`config.mk`:
```
export PLATFORM = sky130hd
export DESIGN_NAME = seven_segment_clock_serializer_core
export DESIGN_NICKNAME = d
export VERILOG_FILES = /design/src/design/sscs_pkg.sv /design/src/design/seven_segment_clock_serializer_core.sv /design/src/design/sscs_frame.sv
export SDC_FILE = /design/constraint.sdc
export NUM_CORES = 1
export LEC_CHECK = 0
export BUFFER_PORTS_ARGS = -buffer_cell sky130_fd_sc_hd__buf_2
export CORE_ASPECT_RATIO = 0.8
export CORE_MARGIN = 2
export CORE_UTILIZATION = 54
export DETAILED_ROUTE_END_ITERATION = 10
export GPL_TIMING_DRIVEN = 0
export PLACE_DENSITY = 0.7
export SLEW_MARGIN = 15
export SYNTH_ARGS = -nofsm -noshare
export SYNTH_HDL_FRONTEND = slang
export SYNTH_SLANG_ARGS = --single-unit
export TNS_END_PERCENT = 100
```
`constraint.sdc`:
```
create_clock -name i_clk -period 15.7 [get_ports i_clk]
set_input_delay 0 -clock i_clk [delete_from_list [all_inputs] [get_ports i_clk]]
set_output_delay 0 -clock i_clk [all_outputs]
set_load 0.05 [all_outputs]
```
`src/design/sscs_pkg.sv`:
```
package sscs_pkg;

    localparam int FRAME_W = 32;

    typedef enum logic [1:0] {
        KIND_TIME   = 2'd0,
        KIND_NUMBER = 2'd1,
        KIND_ERROR  = 2'd2,
        KIND_FLASH  = 2'd3
    } t_kind;

    // Request fields that ride along the pipeline untouched.
    typedef struct packed {
        t_kind       kind;
        logic [4:0]  hour;
        logic [5:0]  minute;
        logic [3:0]  err_code;
    } t_req;

    typedef struct packed {
        t_req        req;
        logic [15:0] number;
    } t_s0;

    typedef struct packed {
        t_req        req;
        logic [15:0] number;
        logic [2:0]  q10k;
    } t_s1;

    typedef struct packed {
        t_req        req;
        logic [13:0] low4;
        logic [6:0]  hi_pair;
    } t_s2;

    typedef struct packed {
        t_req        req;
        logic [6:0]  hi_pair;
        logic [6:0]  lo_pair;
    } t_s3;

endpackage

```
`src/design/seven_segment_clock_serializer_core.sv`:
```
// Serializer for a four-digit seven-segment display behind a shift register.
// Slave stream: one request per item; tuser carries the request kind (time,
// number, error, flash) and tdata the hour, minute, number and error code.
// Master stream: 32 items per frame, one shift-data bit each in tdata bit 0,
// with tlast on the final bit where the latch pulse belongs. A time request
// that arrives after a flash request (or error code 1) yields no frame.
// The cfg channel holds the common-cathode bit, which inverts every frame bit.
// A request passes through the input register, three decimal-split stages,
// the frame buffer and the shifter. The shifter sends one bit per cycle while
// the receiver holds tready high; a built frame waits in the frame buffer and
// the pipeline holds up to four more requests, so frames leave without gaps.
// Reset clears all valid flags, the flash flag and the common-cathode bit.
// When the receiver drops tready, the current bit holds and the stages fill
// up behind it until the slave-side tready goes low.
module seven_segment_clock_serializer_core (
    input  logic        i_clk,
    input  logic        i_rst_n,
    input  logic        i_cfg_valid,
    output logic        o_cfg_ready,
    input  logic        i_cfg_data,
    input  logic        i_s_tvalid,
    output logic        o_s_tready,
    input  logic [31:0] i_s_tdata,   // hour[4:0], minute[10:5], number[26:11], err_code[30:27]
    input  logic [1:0]  i_s_tuser,   // kind[1:0]
    output logic        o_m_tvalid,
    input  logic        i_m_tready,
    output logic [7:0]  o_m_tdata,   // serial_bit[0]
    output logic        o_m_tlast
);
    import sscs_pkg::*;

    localparam logic [3:0] ERR_FLASH = 4'd1;
    localparam int         CNT_W     = $clog2(FRAME_W);

    function automatic logic [15:0] ten_k(input logic [2:0] q);
        logic [15:0] v;
        case (q)
            3'd1:    v = 16'd10000;
            3'd2:    v = 16'd20000;
            3'd3:    v = 16'd30000;
            3'd4:    v = 16'd40000;
            3'd5:    v = 16'd50000;
            3'd6:    v = 16'd60000;
            default: v = 16'd0;
        endcase
        return v;
    endfunction

    t_s0 r_s0;
    t_s1 r_s1;
    t_s2 r_s2;
    t_s3 r_s3;
    logic r_v0, r_v1, r_v2, r_v3;
    logic [FRAME_W-1:0] r_frm;
    logic               r_frm_vld;
    logic [FRAME_W-1:0] r_sh;
    logic [CNT_W-1:0]   r_cnt;
    logic               r_sh_vld;
    logic               r_flash;
    logic               r_cc;

    logic               in_acc, out_acc, last_bit, sh_load;
    logic               adv0, adv1, adv2, adv3;
    logic               drop, sets_flash;
    logic [32:0]        q_prod;
    logic [15:0]        low4_full;
    logic [26:0]        hp_prod;
    logic [13:0]        hp100;
    logic [13:0]        lp_full;
    logic [FRAME_W-1:0] frame;

    assign o_cfg_ready = 1'b1;

    assign out_acc  = r_sh_vld && i_m_tready;
    assign last_bit = (r_cnt == CNT_W'(FRAME_W - 1));
    assign sh_load  = r_frm_vld && (!r_sh_vld || (out_acc && last_bit));
    assign adv3     = r_v3 && (!r_frm_vld || sh_load);
    assign adv2     = r_v2 && (!r_v3 || adv3);
    assign adv1     = r_v1 && (!r_v2 || adv2);
    assign adv0     = r_v0 && (!r_v1 || adv1);
    assign o_s_tready = !r_v0 || adv0;
    assign in_acc   = i_s_tvalid && o_s_tready;

    assign drop       = (r_s3.req.kind == KIND_TIME) && r_flash;
    assign sets_flash = (r_s3.req.kind == KIND_FLASH) ||
                        ((r_s3.req.kind == KIND_ERROR) && (r_s3.req.err_code == ERR_FLASH));

    // Low four decimal digits: v / 10000 by reciprocal, then split into pairs.
    assign q_prod    = 33'(r_s0.number) * 33'd107375;
    assign low4_full = r_s1.number - ten_k(r_s1.q10k);
    assign hp_prod   = 27'(low4_full[13:0]) * 27'd5243;
    assign hp100     = 14'({r_s2.hi_pair, 6'b0}) + 14'({r_s2.hi_pair, 5'b0}) +
                       14'({r_s2.hi_pair, 2'b0});
    assign lp_full   = r_s2.low4 - hp100;

    sscs_frame u_frame (
        .i_s3    (r_s3),
        .i_cc    (r_cc),
        .o_frame (frame)
    );

    always_ff @(posedge i_clk) begin
        if (!i_rst_n) begin
            r_v0      <= 1'b0;
            r_v1      <= 1'b0;
            r_v2      <= 1'b0;
            r_v3      <= 1'b0;
            r_frm_vld <= 1'b0;
            r_sh_vld  <= 1'b0;
            r_cnt     <= '0;
            r_flash   <= 1'b0;
            r_cc      <= 1'b0;
        end else begin
            if (i_cfg_valid) begin
                r_cc <= i_cfg_data;
            end
            if (in_acc) begin
                r_v0 <= 1'b1;
            end else if (adv0) begin
                r_v0 <= 1'b0;
            end
            if (adv0) begin
                r_v1 <= 1'b1;
            end else if (adv1) begin
                r_v1 <= 1'b0;
            end
            if (adv1) begin
                r_v2 <= 1'b1;
            end else if (adv2) begin
                r_v2 <= 1'b0;
            end
            if (adv2) begin
                r_v3 <= 1'b1;
            end else if (adv3) begin
                r_v3 <= 1'b0;
            end
            if (adv3 && !drop) begin
                r_frm_vld <= 1'b1;
            end else if (sh_load) begin
                r_frm_vld <= 1'b0;
            end
            if (adv3 && sets_flash) begin
                r_flash <= 1'b1;
            end
            if (sh_load) begin
                r_sh_vld <= 1'b1;
                r_cnt    <= '0;
            end else if (out_acc) begin
                if (last_bit) begin
                    r_sh_vld <= 1'b0;
                end
                r_cnt <= r_cnt + CNT_W'(1);
            end
        end
    end

    always_ff @(posedge i_clk) begin
        if (in_acc) begin
            r_s0.req.kind     <= t_kind'(i_s_tuser);
            r_s0.req.hour     <= i_s_tdata[4:0];
            r_s0.req.minute   <= i_s_tdata[10:5];
            r_s0.number       <= i_s_tdata[26:11];
            r_s0.req.err_code <= i_s_tdata[30:27];
        end
        if (adv0) begin
            r_s1.req    <= r_s0.req;
            r_s1.number <= r_s0.number;
            r_s1.q10k   <= q_prod[32:30];
        end
        if (adv1) begin
            r_s2.req     <= r_s1.req;
            r_s2.low4    <= low4_full[13:0];
            r_s2.hi_pair <= hp_prod[25:19];
        end
        if (adv2) begin
            r_s3.req     <= r_s2.req;
            r_s3.hi_pair <= r_s2.hi_pair;
            r_s3.lo_pair <= lp_full[6:0];
        end
        if (adv3 && !drop) begin
            r_frm <= frame;
        end
        if (sh_load) begin
            r_sh <= r_frm;
        end else if (out_acc) begin
            r_sh <= {1'b0, r_sh[FRAME_W-1:1]};
        end
    end

    assign o_m_tvalid = r_sh_vld;
    assign o_m_tdata  = {7'b0, r_sh[0]};
    assign o_m_tlast  = last_bit;

    a_reload_after_last: assert property (@(posedge i_clk) disable iff (!i_rst_n)
        (out_acc && last_bit && r_frm_vld) |=> (r_sh_vld && (r_cnt == '0)))
        else $error("pending frame not loaded after last bit");

    a_flash_sticky: assert property (@(posedge i_clk) disable iff (!i_rst_n)
        r_flash |=> r_flash)
        else $error("flash flag cleared without reset");

    a_count_step: assert property (@(posedge i_clk) disable iff (!i_rst_n)
        (out_acc && !last_bit) |=> (r_sh_vld && (r_cnt == $past(r_cnt) + CNT_W'(1))))
        else $error("bit counter did not advance by one");

    a_no_drop_into_buffer: assert property (@(posedge i_clk) disable iff (!i_rst_n)
        (adv3 && drop && !sh_load) |=> (r_frm_vld == $past(r_frm_vld)))
        else $error("suppressed time request changed the frame buffer");

endmodule

```
`src/design/sscs_frame.sv`:
```
module sscs_frame (
    input  sscs_pkg::t_s3                i_s3,
    input  logic                         i_cc,
    output logic [sscs_pkg::FRAME_W-1:0] o_frame
);
    import sscs_pkg::*;

    localparam logic [4:0] GLYPH_E     = 5'd10;
    localparam logic [4:0] GLYPH_F     = 5'd11;
    localparam logic [4:0] GLYPH_H     = 5'd12;
    localparam logic [4:0] GLYPH_L     = 5'd13;
    localparam logic [4:0] GLYPH_R     = 5'd14;
    localparam logic [4:0] GLYPH_S     = 5'd15;
    localparam logic [4:0] GLYPH_BLANK = 5'd16;

    // Segment levels for a common-anode display, segment a in bit 6 and g in bit 0.
    function automatic logic [6:0] seg_bits(input logic [4:0] sym);
        logic [6:0] s;
        case (sym)
            5'd0:    s = 7'h01;
            5'd1:    s = 7'h4F;
            5'd2:    s = 7'h12;
            5'd3:    s = 7'h06;
            5'd4:    s = 7'h4C;
            5'd5:    s = 7'h24;
            5'd6:    s = 7'h20;
            5'd7:    s = 7'h0F;
            5'd8:    s = 7'h00;
            5'd9:    s = 7'h0C;
            GLYPH_E: s = 7'h30;
            GLYPH_F: s = 7'h38;
            GLYPH_H: s = 7'h48;
            GLYPH_L: s = 7'h71;
            GLYPH_R: s = 7'h19;
            GLYPH_S: s = 7'h24;
            default: s = 7'h7F;
        endcase
        return s;
    endfunction

    // Tens and ones of a value below 128; x*205 >> 11 is exact in that range.
    function automatic logic [7:0] split10(input logic [6:0] x);
        logic [14:0] p;
        logic [3:0]  t;
        logic [6:0]  tx10;
        logic [6:0]  ones;
        p    = 15'(x) * 15'd205;
        t    = p[14:11];
        tx10 = 7'({t, 3'b000}) + 7'({t, 1'b0});
        ones = x - tx10;
        return {t, ones[3:0]};
    endfunction

    function automatic logic [7:0] char_bits(input logic [4:0] sym, input logic dp,
                                             input logic cc);
        return {~dp, seg_bits(sym)} ^ {8{cc}};
    endfunction

    logic [4:0] h12;
    logic       pm;
    logic [7:0] hour_split;
    logic [7:0] min_split;
    logic [7:0] lo_split;
    logic [7:0] hi_split;
    logic [4:0] ht_sym;
    logic [4:0] sym [4];
    logic       dp  [4];

    always_comb begin
        pm = (i_s3.req.hour >= 5'd12);
        if (i_s3.req.hour == 5'd0) begin
            h12 = 5'd12;
        end else if (i_s3.req.hour > 5'd12) begin
            h12 = i_s3.req.hour - 5'd12;
        end else begin
            h12 = i_s3.req.hour;
        end
    end

    assign hour_split = split10({2'b00, h12});
    assign min_split  = split10({1'b0, i_s3.req.minute});
    assign lo_split   = split10(i_s3.lo_pair);
    assign hi_split   = split10(i_s3.hi_pair);
    assign ht_sym     = (hour_split[7:4] == 4'd0) ? GLYPH_BLANK : {1'b0, hour_split[7:4]};

    // The rightmost character of the display is sent first.
    always_comb begin
        dp[0] = 1'b0;
        dp[1] = 1'b0;
        dp[2] = 1'b0;
        dp[3] = 1'b0;
        unique case (i_s3.req.kind)
            KIND_TIME: begin
                sym[0] = {1'b0, min_split[3:0]};
                sym[1] = {1'b0, min_split[7:4]};
                sym[2] = {1'b0, hour_split[3:0]};
                sym[3] = ht_sym;
                dp[0]  = pm;
                dp[2]  = 1'b1;
            end
            KIND_NUMBER: begin
                sym[0] = {1'b0, lo_split[3:0]};
                sym[1] = {1'b0, lo_split[7:4]};
                sym[2] = {1'b0, hi_split[3:0]};
                sym[3] = {1'b0, hi_split[7:4]};
            end
            KIND_ERROR: begin
                sym[0] = {1'b0, i_s3.req.err_code};
                sym[1] = GLYPH_R;
                sym[2] = GLYPH_R;
                sym[3] = GLYPH_E;
            end
            KIND_FLASH: begin
                sym[0] = GLYPH_H;
                sym[1] = GLYPH_S;
                sym[2] = GLYPH_L;
                sym[3] = GLYPH_F;
            end
            default: begin
                sym[0] = GLYPH_BLANK;
                sym[1] = GLYPH_BLANK;
                sym[2] = GLYPH_BLANK;
                sym[3] = GLYPH_BLANK;
            end
        endcase
    end

    assign o_frame = {char_bits(sym[3], dp[3], i_cc), char_bits(sym[2], dp[2], i_cc),
                      char_bits(sym[1], dp[1], i_cc), char_bits(sym[0], dp[0], i_cc)};

endmodule
```
# Yosys cells after proc, flatten, opt, wreduce, memory -nomap -nowiden
# Memories as Yosys holds them, arrays and structs flattened.
# Cells that the tools add are included.
dict set report totals {
  regBits 206
  latch_bits 0
  ramBits 0
  romBits 448
  out_inout_bits 12
  mem_count 4
}
dict set report classes {
  add_sub_neg 14
  n_mul 6
  n_div 0
  n_lt_le_gt_ge 2
  n_eq_ne 11
  shifts 0
  n_mux 26
  n_bitwise 7
  n_reduce_logical 38
}
# memory depth word_bits read_ports rd_ports_with_merged_regs write_ports line_no
set mem_list {}
lappend mem_list {{(name not given)} 16 7 1 0 0 sscs_frame.sv:19} ;# case (sym)
lappend mem_list {{(name not given)} 16 7 1 0 0 sscs_frame.sv:19}
lappend mem_list {{(name not given)} 16 7 1 0 0 sscs_frame.sv:19}
lappend mem_list {{(name not given)} 16 7 1 0 0 sscs_frame.sv:19}
# cell count
set ops {}
lappend ops {{14-bit case mux with 6 select lines} 1}
lappend ops {{20-bit case mux with 4 select lines} 1}
lappend ops {{32-bit 2-to-1 mux} 2}
lappend ops {{16-bit by 17-bit multiplier with 33-bit output, second input constant} 1}
lappend ops {{8-bit XOR} 4}
lappend ops {{7-bit by 8-bit multiplier with 15-bit output, second input constant} 2}
lappend ops {{7-bit 2-to-1 mux} 4}
lappend ops {{14-bit by 13-bit multiplier with 26-bit output, second input constant} 1}
lappend ops {{4-bit subtractor} 4}
lappend ops {{1-bit 2-to-1 mux} 15}
lappend ops {{5-bit 2-to-1 mux} 3}
lappend ops {{7-bit adder} 2}
lappend ops {{6-bit by 8-bit multiplier with 14-bit output, second input constant} 1}
lappend ops {{2-bit nonzero test} 7}
lappend ops {{14-bit subtractor} 1}
lappend ops {{5-bit by 8-bit multiplier with 13-bit output, second input constant} 1}
lappend ops {{4-bit adder} 3}
lappend ops {{1-bit logical AND} 12}
lappend ops {{3-bit == test, second input constant} 3}
lappend ops {{1-bit zero test} 7}
lappend ops {{1-bit logical OR} 7}
lappend ops {{7-bit subtractor} 1}
lappend ops {{3-bit by 2-bit == test with 1-bit output, second input constant} 2}
lappend ops {{5-bit by 1-bit adder with 5-bit output, second input constant} 1}
lappend ops {{other kinds (15)} 18}

# Logic depth before layout (Yosys ltp)
dict set report logic_depth {
  word_depth 15
  depth_mapped 30
  ltp_nobuf 29
}

# Modules after synthesis
# Synthesis repeated with hierarchy kept, for this count alone.
dict set report hier_totals {
  hier_cells 1845
  area_unflattened_um2 20797.4
}
# module n_inst cells_each area_each_um2 seq_area_each_um2
set modules_own_cells {}
lappend modules_own_cells {seven_segment_clock_serializer_core 1 1218 15615.0 6055.8}
lappend modules_own_cells {sscs_frame 1 627 5182.5 0.0}

# Least setup slack after synthesis
# OpenSTA, ideal clock, no wires.
dict set report synth_timing {
  path_type {register -> register}
  startpoint {reg r_s1[2] (netlist name)}
  endpoint {reg r_s2[6] (netlist name), data pin}
  setup_time_ps 260
  t_arrival_ps 6670
  path_slack_ps 8770
  path_stages_with_launch 31
  synth_period_minus_slack_ps 6930
  cell_sequence {edfxtp_1 -> clkbuf_1 -> nand2_1 -> nand2_1 -> inv_1 -> ha_1 -> fa_1 -> o21ai_0 -> a21o_1 -> a21o_1 -> a21o_1 -> a21o_1 -> xor2_1 -> inv_1 -> fa_1 -> inv_1 -> ha_1 -> fa_1 -> fa_1 -> inv_1 -> fa_1 -> inv_1 -> ha_1 -> a21o_1 -> a21o_1 -> a21o_1 -> a211oi_1 -> o21bai_1 -> a41o_1 -> a21oi_1 -> xnor2_1}
}
dict set report synth_between {
  elab_chain_len 4
}
# element line_no
set synth_rtl {}
lappend synth_rtl {{start, declared} seven_segment_clock_serializer_core.sv:50} ;# t_s1 r_s1;
lappend synth_rtl {{3-bit == test (tied with other cells)} seven_segment_clock_serializer_core.sv:37} ;# case (q)
lappend synth_rtl {{14-bit case mux with 6 select lines (*)} seven_segment_clock_serializer_core.sv:37}
lappend synth_rtl {{14-bit subtractor (*)} seven_segment_clock_serializer_core.sv:90} ;# assign low4_full = r_s1.number - ten_k(r_s1.q10k);
lappend synth_rtl {{14-bit by 13-bit multiplier with 26-bit output (*)} seven_segment_clock_serializer_core.sv:91} ;# assign hp_prod = 27'(low4_full[13:0]) * 27'd5243;
lappend synth_rtl {{via hp_prod[25]} seven_segment_clock_serializer_core.sv:67} ;# logic [26:0] hp_prod;
lappend synth_rtl {{end, declared} seven_segment_clock_serializer_core.sv:51} ;# t_s2 r_s2;
# Mark *: on every way through the listed nets, which the timed path passes. The rest lies on a longest branch.
# A chain may end at the register's enable or synchronous reset.

# Final worst setup path
# Same ends and word-level chain as after synthesis.

==> flow_summary.ini <==
[floorplanning]
coreArea_sq_mm = 0.03796
rows = 64
die_w_um = 222.6
initial_core_util = 0.5440
die_y_um = 178.9
dieArea_sq_mm = 0.03983
num_io_pins = 52

[critical_path]
startpoint_type = register
crit_path_frequent_cell = a21o_1
critPathRequiredTime_ns = 15.96
path_max_fanout = 9
path_class = register to register
cp.arrival_ns = 8.18
crit_path_top_delay_cell = fa_1
critical-path-max-stage-delay_ns = 0.57
worst_setup_path_end_kind = register

[cells_and_area]
syn_to_final_growth_pct = 10.37
layout-drive-gt1-share = 0.07875
n_antenna_cell = 0
design_area_sq_mm = 0.02279
final_util = 0.6004
fillers = 3138
nNetsFinal = 2589

[detailed_routing]
drt_wl_total_um = 40680
drc = 0
first_pass_iters = 6
routed_via_density = 5.349
wl_per_cell_um = 16.43
drtIter0Drc = 701
vias = 13240
ant_nets = 0

[clocking]
cts_tree = yes
clkTransAtPathRegs_ns = 0.06
clkSinkCount = 205
cts.htree.levels = 1
post_cts_resized = 0
cts_max_path_buffers = 3
clock_latency_ns = 0.52
cts-root-buf = clkbuf_16
numCtsBuffers = 23
cts_setup_buffers = 0

[placed_design]
port_buffers = 41
hpwl_um = 33050
pre_cts_slack_ns = 7.841
place_congestion = 0.9365
placed_area_sq_mm = 0.02169

[yosys]
async_reset_ff_frac = 0
ys_warn_count = 0
syn_inst = 1846
synthTopCellsByCount = ha_1 (395), inv_1 (392), edfxtp_1 (192)
yosys.area.top_type_share = 0.2792
ys.flop_type = edfxtp_1
yosysTopAreaCell = edfxtp_1
post-synth-top-count-cell = ha_1
postSynthAreaPerCell_sq_um = 11.19
yosys_register_bits = 205
yosysSeqAreaShare = 0.2918
synth-edff-count = 192
ys_top_cells_by_area = edfxtp_1 (28%), ha_1 (24%), fa_1 (18%)
yosysUniqueCellTypes = 80
synth_area_sq_mm = 0.02065

[min_path]
min_path_type = input port to register

[sta]
slew_violations = 0
period_share = 0.5046
hold_viol_final = 0
rsz0062_at_grt = false
min_period_ns = 7.923
setup_tns_ns = 0
final-setup-viol-count = 0
final.setup.worst_slack_ns = 7.777
tightest_slew_ns = 1.030
slew_headroom = 0.3107
skew_ns = 0.01451
fmaxAchievable_mhz = 126.2

[grt]
grt_max_degree = 32
antenna_found_initial = 0
first_global_vias = 13940
grt_pass1_wl_um = 69190
met3_usage = 0.03360
grt.met2_usage = 0.3546
grtUsageTotal = 0.2171
grt-busiest-layer = met2
grt_util_met1 = 0.3095
grt_remaining_overflow = 0

[run_status]
status = finished, final reports clean

[run]
max-cap-violations = 0
path summary, 6_finish.rpt:
| check | endpoint | from | cells after the start | slack [ns] |
|---|---|---|---|---|
| worst max-delay path | r_s2[6] | r_s1[2] | 30 | 7.78 |
| worst min-delay path | r_s0[22] | i_s_tdata[7] | 2 | 0.18 |
| worst max register to register | r_s2[6] | r_s1[2] | 30 | 7.78 |
| worst min register to register | r_s2[37] | r_s1[35] | 0 | 0.41 |
what timing repair did:
action / CTS / global route
hold endpoints to repair: 48 / 0
hold buffers: 41 / 0
endpoints found under the setup margin: 0 / 0
sequential cells by signal, indices dropped and copies added, names as in the netlist:
name / flops
r_s1: 34
r_s0: 33
r_sh: 32
r_frm: 31
r_s2: 31
r_s3: 31
r_cnt: 5
o_m_tvalid: 1
r_cc: 1
r_flash: 1
r_frm_vld: 1
r_v0: 1
r_v1: 1
r_v2: 1
r_v3: 1
critical path, delay by kind of cell (launching register included):
kind,cells,cell delay [ns]
AOI/OAI and AO/OA,12,2.51
buffers and inverters,6,0.80
adders and majority gates,8,3.23
and+or+nand+nor,2,0.20
xor gates and xnor gates,2,0.64
DFF,1,0.32
per-stage QoR:
stage / cells / hold slack (ns)
global placement: 2388 / 0.1761
detailed placement: 2394 / 0.1781
floorplan: 1852 / 0.09887
CTS: 2476 / 0.1585
global route: 2476 / 0.1712
finish: 2476 / 0.1822
kinds of logic (layout without fill, tap and decap cells):
logic type,after synthesis,count (layout),synth area share
mux,57,57,0.03024
fa+ha+maj,584,584,0.4226
buf+inv,435,564,0.08095
compound gates,220,220,0.07641
other cells,2,8,0.0003637
simple gates,260,260,0.06247
xor+xnor,83,83,0.03520
flops,205,205,0.2918
cells in the final DEF (no fill, tap or decap), types with 6 or more instances in the layout:
cell type | netlist | routed
xnor2_1 | 65 | 65
a221o_1 | 6 | 6
or2_2 | 10 | 10
buf_2 | 0 | 41
nor2_1 | 73 | 73
xor2_1 | 18 | 18
a21oi_1 | 47 | 46
a211oi_1 | 11 | 11
o21bai_1 | 6 | 6
nor2b_1 | 12 | 10
edfxtp_1 | 192 | 192
buf_4 | 10 | 10
clkbuf_16 | 0 | 23
conb_1 | 2 | 8
ha_1 | 395 | 395
clkbuf_1 | 26 | 30
nor4_1 | 6 | 6
o211ai_1 | 10 | 10
a31oi_1 | 6 | 6
o21ai_0 | 30 | 29
mux2_2 | 32 | 32
fa_1 | 189 | 189
dlygate4sd3_1 | 0 | 41
a21o_1 | 28 | 28
and2_1 | 10 | 9
o21a_1 | 15 | 15
o221ai_1 | 7 | 7
nor3_1 | 14 | 14
dfxtp_1 | 13 | 13
mux2i_1 | 23 | 23
nand4_1 | 13 | 13
and3_1 | 8 | 8
inv_1 | 392 | 392
nand2_1 | 59 | 59
nand3_1 | 25 | 25
routing by layer:
metal	up-vias	routed length (um)
met5	-	0
met4	0	722
met3	44	1890
met2	246	18440
met1	6493	19630
li1	6461	-
layout make-up:
class / instances / area, sq um / area share
flip-flops and latches: 205 / 6026 / 0.2644
well taps: 495 / 619.3 / 0.02718
clock buffers: 27 / 590.6 / 0.02591
multi-input cells: 1212 / 13030 / 0.5715
clock inverters: 14 / 100.1 / 0.004392
inverters: 396 / 1486 / 0.06522
repair buffers: 88 / 758.2 / 0.03327
plain buffers: 39 / 185.2 / 0.008125
Power is not shown: default switching activity piles up to over one toggle a cycle in this logic, so the estimate is an artifact.
